### src/rtl/core/jte_pkg.sv
// Shared types and constants of the job table engine.
// No dependencies; used by every module of the block.
`timescale 1ns / 1ps
`default_nettype none

package jte_pkg;

	// Field widths of one item and one result
	localparam int KIND_W  = 3;
	localparam int PID_W   = 22;
	localparam int JID_W   = 5;
	localparam int STATE_W = 2;
	localparam int SLOT_W  = 4;

	// Stored job ids: the counter can climb past the table size through
	// alternating delete and add, so entries keep the full 32-bit value.
	localparam int JID_STORE_W = 32;

	// Operation codes
	typedef enum logic [KIND_W-1:0] {
		K_ADD  = 3'd0,
		K_DEL  = 3'd1,
		K_FPID = 3'd2,
		K_FJID = 3'd3,
		K_SPID = 3'd4,
		K_SJID = 3'd5,
		K_FG   = 3'd6,
		K_READ = 3'd7
	} kind_t;

	// Result status codes
	localparam logic [1:0] ST_OK   = 2'd0;
	localparam logic [1:0] ST_NF   = 2'd1;
	localparam logic [1:0] ST_FULL = 2'd2;

	// Run states
	localparam logic [STATE_W-1:0] RUN_UNDEF = 2'd0;
	localparam logic [STATE_W-1:0] RUN_FG    = 2'd1;

	// Controller to datapath commands
	typedef struct packed {
		logic load;    // latch the item, restart the scan
		logic scan;    // read the entry at the scan index
		logic commit;  // update the table, register the result
	} jte_cmd_t;

	// Datapath to controller status
	typedef struct packed {
		logic last;    // scan index is at the final entry
	} jte_stat_t;

endpackage

`default_nettype wire

### src/rtl/core/jte_datapath.sv
// Datapath of the job table engine: table memories, valid bits, scan,
// match capture, job id counter and result registers. Uses jte_pkg.
`timescale 1ns / 1ps
`default_nettype none

module jte_datapath #(
	parameter int ENTRIES  = 16,
	parameter int PID_BITS = 22
) (
	input  wire                             clk,
	input  wire                             arst_n,
	input  jte_pkg::jte_cmd_t               cmd,
	output jte_pkg::jte_stat_t              stat,
	input  wire [jte_pkg::KIND_W-1:0]       kind,
	input  wire [jte_pkg::PID_W-1:0]        req_pid,
	input  wire [jte_pkg::JID_W-1:0]        req_jid,
	input  wire [jte_pkg::STATE_W-1:0]      req_state,
	input  wire [jte_pkg::SLOT_W-1:0]       req_slot,
	output logic                            done,
	output logic [1:0]                      status,
	output logic [jte_pkg::PID_W-1:0]       out_pid,
	output logic [jte_pkg::JID_W-1:0]       out_jid,
	output logic [jte_pkg::STATE_W-1:0]     out_state,
	output logic [jte_pkg::SLOT_W-1:0]      out_slot
);

	localparam int SW  = $clog2(ENTRIES);
	localparam int PW  = (PID_BITS < jte_pkg::PID_W) ? PID_BITS : jte_pkg::PID_W;
	localparam int JW  = jte_pkg::JID_STORE_W;
	localparam int OPW = jte_pkg::PID_W;
	localparam int OJW = jte_pkg::JID_W;
	localparam int OSW = jte_pkg::SLOT_W;
	localparam int SLW = (SW > OSW) ? SW : OSW;
	localparam logic [SW-1:0] LAST_IDX = SW'(ENTRIES - 1);
	localparam logic [JW-1:0] ENT_J    = JW'(ENTRIES);
	localparam logic [JW-1:0] JID_ONE  = JW'(1);

	// Latched item
	jte_pkg::kind_t                 kind_q;
	logic [PW-1:0]                  pid_q;
	logic [OJW-1:0]                 jid_q;
	logic [jte_pkg::STATE_W-1:0]    st_q;
	logic [OSW-1:0]                 slot_q;

	// Table storage
	logic [PW-1:0]                  pid_mem [ENTRIES];
	logic [JW-1:0]                  jid_mem [ENTRIES];
	logic [jte_pkg::STATE_W-1:0]    st_mem  [ENTRIES];
	logic [ENTRIES-1:0]             valid_q;
	logic [JW-1:0]                  next_q;

	// Scan
	logic [SW-1:0]                  idx_q;
	logic [SW-1:0]                  idx_s1;
	logic                           rd_vld_s1;
	logic                           ent_vld_s1;
	logic [PW-1:0]                  pid_rd_s1;
	logic [JW-1:0]                  jid_rd_s1;
	logic [jte_pkg::STATE_W-1:0]    st_rd_s1;

	// Capture
	logic                           hit_q;
	logic [SW-1:0]                  k_q;
	logic [PW-1:0]                  f_pid_q;
	logic [JW-1:0]                  f_jid_q;
	logic [jte_pkg::STATE_W-1:0]    f_st_q;
	logic [JW-1:0]                  max_q;

	logic [PW-1:0]                  e_pid;
	logic [JW-1:0]                  e_jid;
	logic [jte_pkg::STATE_W-1:0]    e_st;
	logic                           pid_zero;
	logic                           jid_zero;
	logic                           match;
	logic                           take;
	logic [JW-1:0]                  nxt_inc;

	logic [1:0]                     r_status;
	logic [PW-1:0]                  r_pid;
	logic [JW-1:0]                  r_jid;
	logic [jte_pkg::STATE_W-1:0]    r_st;
	logic [SW-1:0]                  r_slot;
	logic                           wr_add;
	logic                           wr_st;

	// Latch the item; pid keeps only its low PID_BITS bits, at most PID_W
	always_ff @(posedge clk) begin
		if (cmd.load) begin
			kind_q <= jte_pkg::kind_t'(kind);
			pid_q  <= req_pid[PW-1:0];
			jid_q  <= req_jid;
			st_q   <= req_state;
			slot_q <= req_slot;
		end
	end

	assign pid_zero  = (pid_q == '0);
	assign jid_zero  = (jid_q == '0);
	assign stat.last = (idx_q == LAST_IDX);

	// Scan index, one entry per cycle
	always_ff @(posedge clk or negedge arst_n) begin
		if (!arst_n) begin
			idx_q      <= '0;
			idx_s1     <= '0;
			rd_vld_s1  <= 1'b0;
			ent_vld_s1 <= 1'b0;
		end else begin
			if (cmd.load) begin
				idx_q <= '0;
			end else if (cmd.scan) begin
				idx_q <= idx_q + SW'(1);
			end
			rd_vld_s1  <= cmd.scan;
			idx_s1     <= idx_q;
			ent_vld_s1 <= valid_q[idx_q];
		end
	end

	// Registered memory read
	always_ff @(posedge clk) begin
		if (cmd.scan) begin
			pid_rd_s1 <= pid_mem[idx_q];
			jid_rd_s1 <= jid_mem[idx_q];
			st_rd_s1  <= st_mem[idx_q];
		end
	end

	// A free entry reads as all zero
	assign e_pid = ent_vld_s1 ? pid_rd_s1 : '0;
	assign e_jid = ent_vld_s1 ? jid_rd_s1 : '0;
	assign e_st  = ent_vld_s1 ? st_rd_s1 : jte_pkg::RUN_UNDEF;

	// Per-operation match on the entry just read
	always_comb begin
		unique case (kind_q) inside
			jte_pkg::K_ADD:
				match = !pid_zero && (e_pid == '0);
			jte_pkg::K_DEL, jte_pkg::K_FPID, jte_pkg::K_SPID:
				match = !pid_zero && (e_pid == pid_q);
			jte_pkg::K_FJID, jte_pkg::K_SJID:
				match = !jid_zero && (e_jid == JW'(jid_q));
			jte_pkg::K_FG:
				match = (e_st == jte_pkg::RUN_FG);
			jte_pkg::K_READ:
				match = (SLW'(idx_s1) == SLW'(slot_q));
			default:
				match = 1'b0;
		endcase
	end

	assign take = rd_vld_s1 && match && !hit_q;

	// First match wins; largest job id over all other entries
	always_ff @(posedge clk or negedge arst_n) begin
		if (!arst_n) begin
			hit_q <= 1'b0;
		end else if (cmd.load) begin
			hit_q <= 1'b0;
		end else if (take) begin
			hit_q <= 1'b1;
		end
	end

	always_ff @(posedge clk) begin
		if (cmd.load) begin
			max_q <= '0;
		end else if (rd_vld_s1) begin
			if (take) begin
				k_q     <= idx_s1;
				f_pid_q <= e_pid;
				f_jid_q <= e_jid;
				f_st_q  <= e_st;
			end else if (e_jid > max_q) begin
				max_q <= e_jid;
			end
		end
	end

	// Table writes at commit
	assign wr_add = cmd.commit && hit_q && (kind_q == jte_pkg::K_ADD);
	assign wr_st  = cmd.commit && hit_q && ((kind_q == jte_pkg::K_ADD) ||
		(kind_q == jte_pkg::K_SPID) || (kind_q == jte_pkg::K_SJID));

	always_ff @(posedge clk) begin
		if (wr_add) begin
			pid_mem[k_q] <= pid_q;
			jid_mem[k_q] <= next_q;
		end
		if (wr_st) begin
			st_mem[k_q] <= st_q;
		end
	end

	assign nxt_inc = next_q + JID_ONE;

	// Valid bits and job id counter
	always_ff @(posedge clk or negedge arst_n) begin
		if (!arst_n) begin
			valid_q <= '0;
			next_q  <= JID_ONE;
			done    <= 1'b0;
		end else begin
			done <= cmd.commit;
			if (cmd.commit && hit_q) begin
				if (kind_q == jte_pkg::K_ADD) begin
					valid_q[k_q] <= 1'b1;
					next_q <= (nxt_inc > ENT_J) ? JID_ONE : nxt_inc;
				end else if (kind_q == jte_pkg::K_DEL) begin
					valid_q[k_q] <= 1'b0;
					next_q <= max_q + JID_ONE;
				end
			end
		end
	end

	// Result selection
	always_comb begin
		r_status = jte_pkg::ST_NF;
		r_pid    = '0;
		r_jid    = '0;
		r_st     = jte_pkg::RUN_UNDEF;
		r_slot   = '0;
		if (hit_q) begin
			r_status = jte_pkg::ST_OK;
			r_pid    = f_pid_q;
			r_jid    = f_jid_q;
			r_st     = f_st_q;
			r_slot   = k_q;
			case (kind_q) inside
				jte_pkg::K_ADD: begin
					r_pid = pid_q;
					r_jid = next_q;
					r_st  = st_q;
				end
				jte_pkg::K_DEL: begin
					r_st = jte_pkg::RUN_UNDEF;
				end
				jte_pkg::K_SPID, jte_pkg::K_SJID: begin
					r_st = st_q;
				end
				jte_pkg::K_READ: begin
					if (f_pid_q == '0) begin
						r_status = jte_pkg::ST_NF;
					end
				end
				default: begin
				end
			endcase
		end else if ((kind_q == jte_pkg::K_ADD) && !pid_zero) begin
			r_status = jte_pkg::ST_FULL;
		end
	end

	// Result registers, masked to the port widths
	always_ff @(posedge clk) begin
		if (cmd.commit) begin
			status    <= r_status;
			out_pid   <= OPW'(r_pid);
			out_jid   <= OJW'(r_jid);
			out_state <= r_st;
			out_slot  <= OSW'(r_slot);
		end
	end

endmodule

`default_nettype wire

### src/rtl/core/jte_ctrl.sv
// Controller of the job table engine: sequences latch, scan, drain and
// commit for each item. Uses jte_pkg command and status types.
`timescale 1ns / 1ps
`default_nettype none

module jte_ctrl (
	input  wire                 clk,
	input  wire                 arst_n,
	input  wire                 start,
	input  jte_pkg::jte_stat_t  stat,
	output jte_pkg::jte_cmd_t   cmd,
	output logic                busy
);

	typedef enum logic [1:0] {
		S_IDLE,
		S_SCAN,
		S_DRAIN,
		S_COMMIT
	} state_t;

	state_t state_q;

	// Commands decoded from the state
	assign cmd.load   = (state_q == S_IDLE) && start;
	assign cmd.scan   = (state_q == S_SCAN);
	assign cmd.commit = (state_q == S_COMMIT);

	// State and busy flag
	always_ff @(posedge clk or negedge arst_n) begin
		if (!arst_n) begin
			state_q <= S_IDLE;
			busy    <= 1'b0;
		end else begin
			unique case (state_q)
				S_IDLE: begin
					if (start) begin
						state_q <= S_SCAN;
						busy    <= 1'b1;
					end
				end
				S_SCAN: begin
					if (stat.last) begin
						state_q <= S_DRAIN;
					end
				end
				S_DRAIN: begin
					state_q <= S_COMMIT;
				end
				S_COMMIT: begin
					state_q <= S_IDLE;
					busy    <= 1'b0;
				end
				default: begin
					state_q <= S_IDLE;
					busy    <= 1'b0;
				end
			endcase
		end
	end

endmodule

`default_nettype wire

### src/rtl/core/job_table_engine.sv
// Top level of the job table engine: controller and datapath.
// Depends on jte_pkg, jte_ctrl and jte_datapath.
//
// An item is taken when start is high and busy is low. The table is scanned
// one entry per cycle through the single read port of the table memory; the
// result is registered after the scan, a drain state and a commit state, and
// appears on the result ports, marked by done for one cycle, and is taken at
// the edge that ends that cycle. Busy drops in that same cycle, so a new item
// can be taken while done is shown, but not before. The result cannot be held
// off. Reset empties the table at once through per-slot valid bits and sets
// the job id counter to 1; no clearing pass is needed.
`timescale 1ns / 1ps
`default_nettype none

module job_table_engine #(
	parameter int ENTRIES  = 16,
	parameter int PID_BITS = 22
) (
	input  wire                             clk,
	input  wire                             arst_n,
	input  wire                             start,
	input  wire [jte_pkg::KIND_W-1:0]       kind,
	input  wire [jte_pkg::PID_W-1:0]        req_pid,
	input  wire [jte_pkg::JID_W-1:0]        req_jid,
	input  wire [jte_pkg::STATE_W-1:0]      req_state,
	input  wire [jte_pkg::SLOT_W-1:0]       req_slot,
	output logic                            busy,
	output logic                            done,
	output logic [1:0]                      status,
	output logic [jte_pkg::PID_W-1:0]       out_pid,
	output logic [jte_pkg::JID_W-1:0]       out_jid,
	output logic [jte_pkg::STATE_W-1:0]     out_state,
	output logic [jte_pkg::SLOT_W-1:0]      out_slot
);

	jte_pkg::jte_cmd_t  cmd;
	jte_pkg::jte_stat_t stat;

	// Sequencer
	jte_ctrl u_ctrl (
		.clk    (clk),
		.arst_n (arst_n),
		.start  (start),
		.stat   (stat),
		.cmd    (cmd),
		.busy   (busy)
	);

	// Table and result datapath
	jte_datapath #(
		.ENTRIES  (ENTRIES),
		.PID_BITS (PID_BITS)
	) u_dp (
		.clk       (clk),
		.arst_n    (arst_n),
		.cmd       (cmd),
		.stat      (stat),
		.kind      (kind),
		.req_pid   (req_pid),
		.req_jid   (req_jid),
		.req_state (req_state),
		.req_slot  (req_slot),
		.done      (done),
		.status    (status),
		.out_pid   (out_pid),
		.out_jid   (out_jid),
		.out_state (out_state),
		.out_slot  (out_slot)
	);

endmodule

`default_nettype wire

### config.mk
export PLATFORM = sky130hd
export DESIGN_NAME = job_table_engine
export DESIGN_NICKNAME = d
export VERILOG_FILES = /design/src/rtl/core/jte_pkg.sv /design/src/rtl/core/jte_datapath.sv /design/src/rtl/core/jte_ctrl.sv /design/src/rtl/core/job_table_engine.sv
export SDC_FILE = /design/constraint.sdc
export NUM_CORES = 1
export LEC_CHECK = 0
export BUFFER_PORTS_ARGS = -buffer_cell sky130_fd_sc_hd__buf_2
export CAP_MARGIN = 10
export CORE_MARGIN = 3
export CORE_UTILIZATION = 59
export CTS_BUF_LIST = sky130_fd_sc_hd__clkbuf_2 sky130_fd_sc_hd__clkbuf_4 sky130_fd_sc_hd__clkbuf_8
export DETAILED_ROUTE_END_ITERATION = 10
export PLACE_DENSITY = 0.77
export SETUP_SLACK_MARGIN = 0.1
export SLEW_MARGIN = 20
export SYNTH_ARGS = -nofsm -noshare
export SYNTH_HDL_FRONTEND = slang
export SYNTH_SLANG_ARGS = --single-unit
### constraint.sdc
create_clock -name clk -period 7.05 [get_ports clk]
set_clock_uncertainty 0.05 [all_clocks]
set_input_delay 1.41 -clock clk [delete_from_list [all_inputs] [get_ports clk]]
set_output_delay 1.41 -clock clk [all_outputs]
set_load 0.02 [all_outputs]
; Word level (Yosys, flattened, before mapping)
; Memory sizes are Yosys's and may differ from the RTL's. A register that Yosys moved wholly into a read port is not among the register bits.
; Cells that the tools add are included.
[classes]
add_sub_neg = 3
order_cmp = 5
eq_ne = 17
n_mux = 38
bitwise_logic = 5
n_reduce_logical = 34
[ops]
columns = operator, count
row1 = 32-bit two-way mux, 4
row2 = 22-bit logical NOT, 3
row3 = "32-bit by 1-bit adder with 32-bit output, second input constant", 2
row4 = 22-bit two-way mux, 2
row5 = 32-bit by 5-bit == test with 1-bit output, 1
row6 = 32-bit greater-than comparator, 1
row7 = "32-bit by 5-bit greater-than comparator with 1-bit output, second input constant", 1
row8 = 16-bit two-way mux, 2
row9 = 2-bit two-way mux, 12
row10 = 22-bit == test, 1
row11 = 16-bit bitwise AND, 1
row12 = 16-bit inverter, 1
row13 = 16-bit bitwise OR, 1
row14 = "3-bit == test, second input constant", 4
row15 = 1-bit logical AND, 11
row16 = "4-bit by 5-bit < comparator with 1-bit output, second input constant", 2
row17 = 1-bit two-way mux, 10
row18 = 4-bit two-way mux, 2
row19 = 2-bit case mux with 4 select lines, 1
row20 = 2-bit nonzero test, 4
row21 = "3-bit by 2-bit == test with 1-bit output, second input constant", 2
row22 = 2-bit AND reduction, 3
row23 = 3-bit AND reduction, 2
row24 = 5-bit logical NOT, 1
row25 = 20 further kinds, 28
[totals]
regBits = 199
ramBits = 896
input_bits = 39
out_inout_bits = 37
elab_cells = 130
memories = 3
[memory_table]
columns = name, depth, width, rd, rd_ports_with_merged_regs, write_ports, line_no
row1 = u_dp.jid_mem, 16, 32, 1, 1, 1, jte_datapath.sv:47  ; logic [JW-1:0] jid_mem [ENTRIES];
row2 = u_dp.pid_mem, 16, 22, 1, 1, 1, jte_datapath.sv:46  ; logic [PW-1:0] pid_mem [ENTRIES];
row3 = u_dp.st_mem, 16, 2, 1, 1, 1, jte_datapath.sv:48  ; logic [jte_pkg::STATE_W-1:0] st_mem [ENTRIES];

; Logic depth before layout (Yosys ltp)
[logic_depth]
depth_word = 8
depth_mapped = 13
mapped_depth_nobuf = 10

; Cells and area by module
; Synthesis repeated with hierarchy kept, for this count alone.
[unflattened]
cells_unflattened = 2438
hier_area_um2 = 45976.6
[by_module_without_submodules]
columns = module, n_inst, cells_each, area_per_inst_um2, seq_area_each_um2
row1 = jte_datapath, 1, 2418, 45752.6, 33853.7
row2 = jte_ctrl, 1, 20, 224.0, 75.1

; Worst setup path after synthesis
; OpenSTA, ideal clock, no wires.
[synth_timing]
kind = register to register
start = register u_ctrl.state_q[0]
end = memory u_dp.jid_mem[14][0] (netlist bit) (enable)
setup_ps = 532
arrival_time_ps = 6042
t_required_ps = 6468
setup_slack_ps = 426
stages_incl_launch_ff = 7
path_buffers = 2
period_less_slack_ps = 6624
path_cell_list = dfrtp_1 > ha_1 > nand3_1 > clkbuf_1 > or2_2 > clkbuf_1 > nor3_1
[synth_lines]
columns = item, line_no
row1 = from (decl), jte_ctrl.sv:22  ; state_t state_q;
row2 = from (signal assigned), jte_ctrl.sv:32  ; state_q <= S_IDLE;
row3 = from (signal assigned), jte_ctrl.sv:38  ; state_q <= S_SCAN;
row4 = from (signal assigned), jte_ctrl.sv:44  ; state_q <= S_DRAIN;
row5 = to (decl), jte_datapath.sv:47

; Worst setup path in the final report
[layout_timing]
start = register u_dp.pid_q[4]
end = register u_dp.f_pid_q[2] (enable)
[layout_between]
elab_chain_cells = 7
word_cells_on_any_way = 9
classes_between = eq/ne (1) / mux (1) / reduce/logical (7)
[layout_lines]
columns = item, line_no
row1 = from (decl), jte_datapath.sv:40  ; logic [PW-1:0] pid_q;
row2 = from (signal assigned), jte_datapath.sv:90  ; pid_q <= req_pid[PW-1:0];
row3 = 22-bit logical NOT, jte_datapath.sv:97  ; assign pid_zero = (pid_q == '0);
row4 = 1-bit logical NOT, "jte_datapath.sv:138, jte_datapath.sv:140"
row5 = "1-bit logical AND, on equally long branches", "jte_datapath.sv:140, jte_datapath.sv:138"
row6 = 1-bit case mux with 5 select lines *, jte_datapath.sv:136  ; unique case (kind_q) inside
row7 = 1-bit logical AND * (2 in series), jte_datapath.sv:152  ; assign take = rd_vld_s1 && match && !hit_q;
row8 = 3-bit AND reduction (no line) *, n/a
row9 = to (signal assigned), jte_datapath.sv:171  ; f_pid_q <= e_pid;
row10 = to (decl), jte_datapath.sv:64  ; logic [PW-1:0] f_pid_q;
; Mark *: on every way between the ends. The rest lies on a longest branch, timed or not.
; A chain may end at the register's enable or synchronous reset.

==> results_dict.tcl <==
set metrics [dict create \
    status "finished, final reports clean" \
    first_pass_iters 5 \
    clk_pin_slew_worst_paths_ns 0.06 \
    max_freq_mhz 256 \
    cp.required_ns 7.43 \
    synth-seq-cells 1151 \
    core-area_um2 76700 \
    critPathArrivalTime_ns 4.29 \
    relSlewSlack_pct 28.1 \
    grt_pass1_wl_mm 160 \
    yosys.area.top_type "edfxtp_1" \
    vdd_drop_max_mv 0.294 \
    regArea_um2 33900 \
    synthCells 2436 \
    ys.flop_type "edfxtp_1" \
    syn_area_um2 46100 \
    drtIter0Drc 3068 \
    cts-root-buf "clkbuf_8" \
    tns_ns 0 \
    overflow 0 \
    synth_nets 2514 \
    final_layout_size_suffix_gt1_share_pct 26.5 \
    cts-buffers-inserted 173 \
    fill_cells 4815 \
    clock_path_buffers 3 \
    switching_share_pct 27.7 \
    switchingPower_w 0.00461 \
    grt_max_degree 138 \
    gp_congestion 0.891 \
    cap_violations 0 \
    ctsResizeCount 0 \
    postRouteAntennaNets 0 \
    finalNetCount 2691 \
    p_seq_share_pct 51.3 \
    ctsHtreeMaxLevel 4 \
    min_period_ns 3.91 \
    clk_latency_ns 0.82 \
    r2r_setup_slack_ns 3.14 \
    chipHeight_um 286 \
    hold-worst-slack_ns 0.416 \
    multi_input_area_um2 11600 \
    synth_area_leaders "edfxtp_1, mux4_2, dfrtp_1" \
    comb_power_share_pct 17.1 \
    synth-edff-count 1056 \
    cp_cell_sequence "nor4_1, o221a_2, nand4b_1, and4b_1, o211ai_1, nor2_4" \
    cp-start-kind "register" \
    endpoint_kind "register" \
    cp_max_fo 33 \
    crit_type "reg -> reg" \
    grt_pass1_vias 25000 \
    layout_commonest_cell "edfxtp_1" \
    die_area_um2 81500 \
    p_total_w 0.0166 \
    p_clk_share_pct 31.6 \
    wl_per_cell_um 28.0 \
    yosysSeqAreaShare_pct 73.6 \
    post_synth.cell_area_avg_um2 18.9 \
    drt_wl_total_mm 106 \
    hp-class "reg -> reg" \
    post-cts-setup-buffers 0 \
    drc 0 \
    track_usage_pct 26.7 \
    netlist-cell-type-count 71 \
    io_buffers 75 \
    vias 24700 \
    area_growth_pct 11.0 \
    power.density_nw_per_um2 325 \
    dpl.hpwl_mm 58.1 \
    fin_area_um2 51200 \
    yosysTopAreaCellShare_pct 68.8 \
    final-hold-violation-count 0 \
    worst_pin_slew_ns 1.08 \
    leakage_nw 15.5 \
    cts_sinks 1151 \
    async_flop_share_pct 5.47 \
    slew_violations 0 \
    finalCritPeriodShare_pct 55.5 \
    finalSetupViolations 0 \
    layout_common_cells "edfxtp_1, mux4_2, clkbuf_8, nand2_1, buf_2" \
    io_pins 76 \
    ys_warn_count 0 \
    vias_per_cell 6.53 \
    antenna_found_initial 2 \
    rows 101 \
    cts_tree "built" \
    hold_buffers 0 \
    p_int_w 0.0120 \
    initial_core_util_pct 60.1 \
    rsz0062_at_grt "no" \
    place_area_um2 47800 \
    die_w_um 286 \
    crit_path_top_delay_cell "nor2_4" \
    slowest_delay_ns 0.86 \
]
worst paths after layout:
check	from	end	depth (start not counted)
min	u_dp.max_q[25]	u_dp.max_q[25]	2
min in group asynchronous	arst_n	u_dp.done	2
max in group asynchronous	arst_n	u_dp.idx_q[3]	2
max	u_dp.pid_q[4]	u_dp.f_pid_q[2]	6
min reg2reg	u_dp.max_q[25]	u_dp.max_q[25]	2
max reg2reg	u_dp.pid_q[4]	u_dp.f_pid_q[2]	6
synthesized netlist by cell type, types with 13 or more instances:
master / n
nor2_1: 55
o22ai_1: 15
nor4_1: 28
xor2_1: 14
mux4_2: 285
dfrtp_1: 62
nand2_1: 180
nand3_1: 41
clkbuf_1: 88
inv_1: 50
ha_1: 39
o31ai_1: 13
xnor2_1: 39
mux2i_1: 38
o21ai_0: 57
buf_1: 25
edfxtp_1: 1056
nor3_1: 50
and2_1: 59
dfxtp_1: 32
a21oi_1: 60
nand4_1: 23
cell type report:
| class | instances | area share, % |
|---|---|---|
| Antenna cell | 2 | 0.00978 |
| Clock buffer | 237 | 5.68 |
| Clock inverter | 70 | 0.856 |
| Inverter | 50 | 0.367 |
| Multi-Input combinational cell | 1113 | 22.7 |
| Sequential cell | 1151 | 66.3 |
| Tap cell | 1030 | 2.52 |
| Timing Repair Buffer | 124 | 1.57 |
registers in the layout, indices dropped and copies added (netlist names), 5 cells and up, named ones only:
register,flops
u_dp.jid_rd_s1,32
u_dp.st_mem,32
u_dp.pid_q,22
u_dp.jid_q,5
u_dp.jid_mem,512
u_dp.max_q,32
u_dp.f_pid_q,22
u_dp.pid_mem,352
u_dp.pid_rd_s1,22
u_dp.f_jid_q,5
u_dp.out_pid,22
u_dp.next_q,32
u_dp.out_jid,5
cell families (layout without fill, tap and decap cells):
kind of cell               after synthesis  count (layout)  synth area share, %
AOI/OAI and AO/OA                      192             192                 2.53
xor gates and xnor gates                53              53                 1.01
adders and majority gates               39              39                 1.06
buffers and inverters                  172             481                 1.47
DFF                                   1151            1151                 73.6
muxes                                  323             323                 14.7
other                                    0               2                    0
and+or+nand+nor                        506             506                 5.60
critical path: cells and delay by family, from the launching register on:
family / cells / cell delay (ns)
AOI/OAI and AO/OA: 2 / 0.57
DFF: 1 / 0.69
and+or+nand+nor: 4 / 2.21
per-layer routing:
| metal | GRT usage (%) | up-vias | wire length [µm] |
|---|---|---|---|
| li1 | - | 10200 | - |
| met1 | 38.5 | 12800 | 41500 |
| met2 | 42.0 | 1459 | 50900 |
| met3 | 5.12 | 231 | 10400 |
| met4 | 8.60 | 0 | 2970 |
| met5 | 0 | - | 0 |
through the flow:
stage          utilization, %  setup slack (ns)  cells
6_report                 66.7              3.14   3777
5_1_grt                  66.7              2.99   3776
4_1_cts                  66.7              3.12   3774
3_5_place_dp             62.3              2.83   3467
3_3_place_gp             62.3              2.91   3467
2_1_floorplan               -             0.426   2436
power groups by stage:
stage	Clock, W	Combinational (W)	Sequential [W]
final	0.00527	0.00284	0.00854
after global placement	0	0.00278	0.00863
after detailed placement	0	0.00283	0.00866
after CTS	0.00535	0.00284	0.00852
after floorplan	0	0.00216	0.00841
after global routing	0.00567	0.00305	0.00857
Power figures use the tool's default switching activity.
